[src/sv/potts_metropolis_site_update_assert.svh]
// assertion macros for the site updater top level
`ifndef POTTS_METROPOLIS_SITE_UPDATE_ASSERT_SVH
`define POTTS_METROPOLIS_SITE_UPDATE_ASSERT_SVH

// same-cycle implication, disabled during reset
`define PMS_ASSERT_IMPL(lbl, clk, rst_n, ante, cons, msg) \
    lbl: assert property (@(posedge clk) disable iff (!rst_n) (ante) |-> (cons)) \
        else $error(msg);

// next-cycle implication, disabled during reset
`define PMS_ASSERT_NEXT(lbl, clk, rst_n, ante, cons, msg) \
    lbl: assert property (@(posedge clk) disable iff (!rst_n) (ante) |=> (cons)) \
        else $error(msg);

`endif

[src/sv/pms_pkg.sv]
// ----------------------------------------------------------------------------
// pms_pkg
// Types and constants shared by the Potts Metropolis site updater.
// ----------------------------------------------------------------------------
`timescale 1ns / 1ps

package pms_pkg;

    localparam int MAX_SIDE_DEF   = 128;
    localparam int MAX_LABELS_DEF = 8;

    localparam int LABEL_W   = 3;
    localparam int POS_OUT_W = 7;
    localparam int UNI_W     = 16;
    localparam int BETA_W    = 16;
    localparam int SIDE_W    = 8;
    localparam int CFG_IDX_W = 3;
    localparam int CFG_DAT_W = 16;

    // exp(-d) approximation constants
    localparam logic [16:0] LOG2E_Q16 = 17'd94548;
    localparam logic [15:0] POLY_A    = 16'd43008;
    localparam logic [13:0] POLY_B    = 14'd10240;

    // register indexes
    localparam logic [CFG_IDX_W-1:0] REG_SIDE_LENGTH   = 3'd0;
    localparam logic [CFG_IDX_W-1:0] REG_BETA_PREV_ROW = 3'd1;
    localparam logic [CFG_IDX_W-1:0] REG_BETA_NEXT_ROW = 3'd2;
    localparam logic [CFG_IDX_W-1:0] REG_BETA_PREV_COL = 3'd3;
    localparam logic [CFG_IDX_W-1:0] REG_BETA_NEXT_COL = 3'd4;

    typedef struct packed {
        logic               kind;
        logic [LABEL_W-1:0] label;
        logic [UNI_W-1:0]   uniform;
    } in_item_t;

    typedef struct packed {
        logic [POS_OUT_W-1:0] row;
        logic [POS_OUT_W-1:0] col;
        logic [LABEL_W-1:0]   new_label;
        logic                 accepted;
        logic                 scan_end;
    } out_item_t;

    // which site a memory read refers to
    typedef enum logic [2:0] {
        SEL_CUR = 3'd0,
        SEL_UP  = 3'd1,
        SEL_DN  = 3'd2,
        SEL_LF  = 3'd3,
        SEL_RT  = 3'd4
    } site_sel_t;

    typedef enum logic [2:0] {
        ST_IDLE,
        ST_READ,
        ST_ACC,
        ST_EXP1,
        ST_EXP2,
        ST_EXP3,
        ST_EXP4,
        ST_WRITE
    } state_t;

    typedef struct packed {
        logic      capture;
        logic      rd_en;
        site_sel_t rd_sel;
        logic      use_en;
        site_sel_t use_sel;
        logic      exp1;
        logic      exp2;
        logic      exp3;
        logic      exp4;
        logic      finish;
    } cmd_t;

    typedef struct packed {
        logic is_update;
        logic d_pos;
        logic out_free;
    } status_t;

endpackage

[src/sv/pms_ctrl.sv]
// ----------------------------------------------------------------------------
// pms_ctrl
// Controller: sequences reads, energy sum, exponential and write-back.
// ----------------------------------------------------------------------------
`timescale 1ns / 1ps

module pms_ctrl (
    input  logic             clk,
    input  logic             rst_n,
    input  logic             in_valid,
    output logic             in_stall,
    input  pms_pkg::status_t status,
    output pms_pkg::cmd_t    cmd
);

    pms_pkg::state_t state_reg, state_next;
    logic [2:0]      cnt_reg, cnt_next;

    // state and read counter
    always_ff @(posedge clk or negedge rst_n)
    begin
        if (!rst_n)
        begin
            state_reg <= pms_pkg::ST_IDLE;
            cnt_reg   <= '0;
        end
        else
        begin
            state_reg <= state_next;
            cnt_reg   <= cnt_next;
        end
    end

    // next state
    always_comb
    begin
        state_next = state_reg;
        cnt_next   = '0;
        case (state_reg)
            pms_pkg::ST_IDLE:
                if (in_valid)
                    state_next = pms_pkg::ST_READ;
            pms_pkg::ST_READ:
            begin
                if (!status.is_update)
                    state_next = pms_pkg::ST_WRITE;
                else if (cnt_reg == 3'(pms_pkg::SEL_RT))
                    state_next = pms_pkg::ST_ACC;
                else
                    cnt_next = cnt_reg + 3'd1;
            end
            pms_pkg::ST_ACC:
                state_next = pms_pkg::ST_EXP1;
            pms_pkg::ST_EXP1:
                state_next = status.d_pos ? pms_pkg::ST_EXP2 : pms_pkg::ST_WRITE;
            pms_pkg::ST_EXP2:
                state_next = pms_pkg::ST_EXP3;
            pms_pkg::ST_EXP3:
                state_next = pms_pkg::ST_EXP4;
            pms_pkg::ST_EXP4:
                state_next = pms_pkg::ST_WRITE;
            pms_pkg::ST_WRITE:
                if (status.out_free)
                    state_next = pms_pkg::ST_IDLE;
            default:
                state_next = pms_pkg::ST_IDLE;
        endcase
    end

    // command outputs
    always_comb
    begin
        cmd         = '0;
        cmd.rd_sel  = pms_pkg::site_sel_t'(cnt_reg);
        cmd.use_sel = pms_pkg::site_sel_t'(cnt_reg - 3'd1);
        in_stall    = state_reg != pms_pkg::ST_IDLE;
        case (state_reg)
            pms_pkg::ST_IDLE:  cmd.capture = in_valid;
            pms_pkg::ST_READ:
            begin
                cmd.rd_en  = 1'b1;
                cmd.use_en = cnt_reg != 3'(pms_pkg::SEL_CUR);
            end
            pms_pkg::ST_ACC:
            begin
                cmd.use_en  = 1'b1;
                cmd.use_sel = pms_pkg::SEL_RT;
            end
            pms_pkg::ST_EXP1:  cmd.exp1 = 1'b1;
            pms_pkg::ST_EXP2:  cmd.exp2 = 1'b1;
            pms_pkg::ST_EXP3:  cmd.exp3 = 1'b1;
            pms_pkg::ST_EXP4:  cmd.exp4 = 1'b1;
            pms_pkg::ST_WRITE: cmd.finish = status.out_free;
            default: ;
        endcase
    end

endmodule
[config.mk]
export PLATFORM = sky130hd
export DESIGN_NAME = pms_ctrl
export DESIGN_NICKNAME = d
export VERILOG_FILES = /design/src/sv/potts_metropolis_site_update_assert.svh /design/src/sv/pms_pkg.sv /design/src/sv/pms_ctrl.sv
export SDC_FILE = /design/constraint.sdc
export NUM_CORES = 1
export LEC_CHECK = 0
export BUFFER_PORTS_ARGS = -buffer_cell sky130_fd_sc_hd__buf_4
export CORE_AREA = 2 2 39 41
export DETAILED_ROUTE_END_ITERATION = 12
export DIE_AREA = 0 0 41 43
export PLACE_DENSITY = 0.71
export SYNTH_ARGS = -nofsm -noshare
export SYNTH_HDL_FRONTEND = slang
export SYNTH_SLANG_ARGS = --single-unit
[constraint.sdc]
create_clock -name clk -period 2.32 [get_ports clk]
set_input_delay 0.464 -clock clk [delete_from_list [all_inputs] [get_ports clk]]
set_output_delay 0.464 -clock clk [all_outputs]
set_load 0.1 [all_outputs]
==> results.toml, run 1 <==
[outcome]
outcome = "complete, no violations"

[drt]
num_vias = 447
drt_iter0_markers = 3
final_antenna_net_count = 0
avgRoutedWirePerCell_um = 10.3
vias_per_cell = 4.81
first_pass_iters = 4
finalWirelength_um = 955
drc = 0

[floorplan]
die_w_um = 41
std_cell_rows = 14
core_area_um2 = 1380
io_pins = 21
dieArea_um2 = 1760
fp.dieH_um = 43
start_util_pct = 32.6

[timing]
slew_viol_final = 0
finalSetupViolations = 0
whs_ns = 0.0171
relSlewSlack_pct = 69.4
tightest_slew_ns = 0.460
fin_skew_ns = 0.00516
min_period_over_period_pct = 94.3
final.setup.tns_ns = 0
hold_violations = 0
period_minus_slack_ns = 2.19
rsz0062_at_grt = "false"
max_freq_mhz = 457

[synthesis]
synthXorXnorAreaFrac_pct = 3.88
synthFlopType = "dfrtp_1"
synth_compound_area_share_pct = 14.1
synth_nets = 64
synth_top_area_cell = "dfrtp_1"
synth_area_um2 = 452
synth-edff-count = 0
netlist-cell-type-count = 22
synthSimpleGateAreaFrac_pct = 30.7
yosysSeqAreaShare_pct = 33.2
synth_cells = 55
synthAdderAreaFrac_pct = 8.31
syn_area_per_cell_um2 = 8.21
synth.top_cells.by_area = "dfrtp_1, ha_1, a21oi_1, inv_1, nor2_1"
async_reset_ff_share_pct = 100
synth.top_cell.area_share_pct = 33.2
yosysWarnings = 0
ys_ff_latch = 6
synth_top_family_by_area = "simple AND/OR/NAND/NOR gates"
synthMuxAreaShare_pct = 0

[clock_tree]
holdBufCountCts = 0
htree_levels = 1
clk_latency_ns = 0.24
clk_pin_slew_ns = 0.05
cts_setup_buffers = 0
cts-root-buf = "clkbuf_4"
cts_sinks = 6
tritoncts = "done"
clockBufferDepth = 2
cts_buffers = 3
cts.repair.resized = 0

[setup_path]
cp-start-kind = "flip-flop"
crit_chain = "or3_2, nor2_4, buf_4"
cp_max_fo = 16
crit_type = "reg2out"
arrival_ns = 1.72
critPathMaxStageDelay_ns = 0.56
slowest_stage = "or3_2"
required_ns = 1.86
crit_family = "simple AND/OR/NAND/NOR gates"
path_buf_inv = 1
cp-end-kind = "output port"
rrSetupSlack_ns = 0.85

[global_route]
gr-total-overflow = 0
grt_use_total_pct = 11.7
grt_pass1_vias = 392
grt_max_degree = 17
grt_pass1_wl_mm = 1.43
antenna_found_initial = 0

[worst_hold_path]
hold_class = "in2async"

[cells_and_area]
area_delta_synth_final_pct = 51.8
final_nets = 87
final_cell_mix = "buf_4, inv_1, nand2_1"
antenna_cells = 0
final_common_cell = "buf_4"
drive_gt1_share_pct = 48.1
fill_cells = 151

[placement]
dp_hpwl_um = 777
io_buffer_count = 20
gp_congestion = 0.726

[run]
cap_violations = 0
synth_stat cells (all sizes together) (2+ instances only):
| master | count |
|---|---|
| or3 | 2 |
| dfrtp | 6 |
| nor3b | 2 |
| inv | 6 |
| nor2 | 6 |
| xnor2 | 2 |
| buf | 3 |
| nand2b | 2 |
| and3 | 2 |
| nand3 | 2 |
| ha | 3 |
| a21oi | 6 |
| nand2 | 5 |
| o21ai | 3 |
cells by family after synthesis:
| family | after synthesis |
|---|---|
| AOI/OAI and AO/OA | 11 |
| xor gates and xnor gates | 2 |
| adders and majority gates | 3 |
| buffers and inverters | 9 |
| DFF | 6 |
| and+or+nand+nor | 24 |
area by class of cell:
cell class	instances	area, um2	share of cell area [%]
multi-input combinational	40	307	44.7
clock buffer	4	26.3	3.83
inverter	6	22.5	3.28
timing repair buffer	21	158	23.0
sequential	6	153	22.3
tap	16	20.0	2.92
per-stage QoR:
stage	util (%)	std cells	cell area [um2]	setup slack [ns]
floorplan	-	55	503	-0.302
global placement	47.6	89	659	0.401
detailed placement	47.6	89	659	0.375
CTS	49.5	93	686	0.114
global route	49.5	93	686	0.0531
finish	49.5	93	686	0.132
final timing paths:
path                               from            to  cells past startpoint
setup / recovery           state_reg[0]       cmd[13]                      3
hold / removal                    rst_n    cnt_reg[2]                      1
setup reg to reg           state_reg[0]  state_reg[1]                      3
hold reg to reg              cnt_reg[0]    cnt_reg[0]                      1
max in group asynchronous         rst_n    cnt_reg[1]                      1
min in group clk              status[0]  state_reg[0]                      2
layer usage:
| layer | up-vias | part of all wire [%] | track usage (%) |
|---|---|---|---|
| met5 | - | 0 | 0 |
| met4 | 0 | 0 | 8.00 |
| met3 | 0 | 8.7 | 0 |
| met2 | 19 | 49 | 17.2 |
| met1 | 201 | 42 | 15.9 |
| li1 | 227 | - | - |
Power of run 1 is left out: the tool's default activity adds up to more than one toggle a clock period on the data nets, which glitch-free logic cannot reach.
==> run 2, diff against run 1 <==
ABC_AREA = 1   (was not set)
PLACE_DENSITY = 0.73   (was 0.71)
==> results.toml, run 2 <==
[synthesis]
synthTopCellsByCount = "inv_1, nand2_1, nor2_1, dfrtp_1, nand3_1"
synth.top_cell.area_share_pct = 31.5
synthAdderAreaFrac_pct = 7.87
synth_top_area_cell = "dfrtp_1"
ys_ff_latch = 6
synth_top_family_by_area = "simple AND/OR/NAND/NOR gates"
synthSimpleGateAreaFrac_pct = 32.0
synthXorXnorAreaFrac_pct = 3.67
yosysWarnings = 0
synth_nets = 79
synthMuxAreaShare_pct = 0
synth_compound_area_share_pct = 7.61
synth-edff-count = 0
synthFlopType = "dfrtp_1"
synth.top_cells.by_area = "dfrtp_1, inv_1, nand2_1, ha_1, nor2_1"
post-synth-top-count-cell = "inv_1"
netlist-cell-type-count = 17
synth_area_um2 = 477
yosysSeqAreaShare_pct = 31.5
synth_cells = 70
syn_area_per_cell_um2 = 6.81
async_reset_ff_share_pct = 100

[global_route]
antenna_found_initial = 0
gr-total-overflow = 0
grt_max_degree = 9
grt_pass1_vias = 468
grt_pass1_wl_mm = 1.75
grt_use_total_pct = 15.0

[timing]
max_freq_mhz = 513
relSlewSlack_pct = 81.8
min_period_over_period_pct = 84.1
hold_violations = 0
period_minus_slack_ns = 1.95
finalSetupViolations = 0
slew_viol_final = 0
whs_ns = 0.467
rsz0062_at_grt = "false"
fin_skew_ns = 0.00694
tightest_slew_ns = 0.273

[floorplan]
start_util_pct = 34.4
std_cell_rows = 14
core_area_um2 = 1380
fp.dieH_um = 43
die_w_um = 41
dieArea_um2 = 1760
io_pins = 21

[setup_path]
critPathMaxStageDelay_ns = 0.42
crit_family = "flip-flops"
slowest_stage = "dfrtp_2"
cp_common_cell = "inv_1"
cp-start-kind = "flip-flop"
crit_chain = "inv_1, ha_1, inv_1, nor2_1, o21ai_4, buf_4"
required_ns = 1.86
arrival_ns = 1.49
cp_max_fo = 4
cp-end-kind = "output port"
crit_type = "reg2out"
path_buf_inv = 3

[drt]
vias_per_cell = 4.51
finalWirelength_mm = 1.02
first_pass_iters = 2
avgRoutedWirePerCell_um = 9.39
num_vias = 492
final_antenna_net_count = 0
drt_iter0_markers = 1
drc = 0

[cells_and_area]
final_common_cell = "buf_4"
drive_gt1_share_pct = 40.9
fill_cells = 145
multi_input_area_um2 = 270
area_delta_synth_final_pct = 45.4
finalNonFillerCells = 109
final_cell_mix = "buf_4, inv_1, nand2_1"
seq_area_um2 = 153
final_nets = 103
antenna_cells = 0

[worst_hold_path]
hold_class = "reg2reg"

[clock_tree]
cts-root-buf = "clkbuf_4"
cts_setup_buffers = 0
clk_pin_slew_ns = 0.05
clockBufferDepth = 2
holdBufCountCts = 1
htree_levels = 1
cts.repair.resized = 0
cts_buffers = 3
clk_latency_ns = 0.25
cts_sinks = 6
tritoncts = "done"

[placement]
io_buffer_count = 20
dp_hpwl_um = 834
dp_cells = 104
gp_congestion = 0.749

[outcome]
outcome = "complete, no violations"

[run]
cap_violations = 0
[run 2: changes by cell type after synthesis, moves of 4 or more]
cell     before  now
nor2_2        0    4
nor2_1        6   10
inv_1         6   15
nand2_1       5   12
a21oi_1       6    1
nand3_1       1    5
[run 2: worst reg2reg max path: stages (launching register included)]
cell and delay [ns]:
dfrtp_2 0.38, inv_1 0.08, ha_1 0.21, nand2_1 0.06, nand2_1 0.06, nor2_2 0.16, nor2_2 0.06, nand3_1 0.08
nand2_1 0.05
[run 2: per-stage QoR]
step | area [um2] | setup slack (ns) | utilization [%] | setup TNS, ns
finish | 693 | 0.369 | 50.1 | 0
global route | 693 | 0.276 | 50.1 | 0
CTS | 693 | 0.354 | 50.1 | 0
detailed placement | 657 | 0.632 | 47.5 | 0
global placement | 657 | 0.614 | 47.5 | 0
floorplan | 505 | -0.0290 | - | -0.0580
[run 2: final cells by class]
type,instances,share of cell area [%]
Tap cell,16,2.89
Timing Repair Buffer,21,23.1
Multi-Input combinational cell,45,39.0
Clock buffer,4,3.79
Inverter,17,9.21
Sequential cell,6,22.0
[run 2: cells by family (layout without fill, tap and decap cells)]
group	count (synthesis)	after routing
buf+inv	19	42
compound gates	6	6
simple gates	34	34
flops	6	6
fa+ha+maj	3	3
xor+xnor	2	2
[run 2: layer usage]
| metal | vias up | wire [um] | global-route usage [%] | part of all wire [%] |
|---|---|---|---|---|
| li1 | 255 | - | - | - |
| met1 | 213 | 420 | 16.3 | 41 |
| met2 | 22 | 496 | 23.4 | 48 |
| met3 | 2 | 90 | 4.71 | 8.8 |
| met4 | 0 | 15 | 10.0 | 1.5 |
| met5 | - | 0 | 0 | 0 |
[run 2: final timing paths]
path	from	endpoint	slack [ns]	depth (start not counted)
max	cnt_reg[0]	cmd[8]	0.37	6
min	cnt_reg[0]	cnt_reg[0]	0.47	1
max reg2reg	cnt_reg[0]	state_reg[0]	1.06	8
min reg2reg	cnt_reg[0]	cnt_reg[0]	0.47	1
max in group asynchronous	rst_n	cnt_reg[1]	1.64	2
min in group asynchronous	rst_n	cnt_reg[2]	0.56	2
Power of run 2 is left out for the same reason.
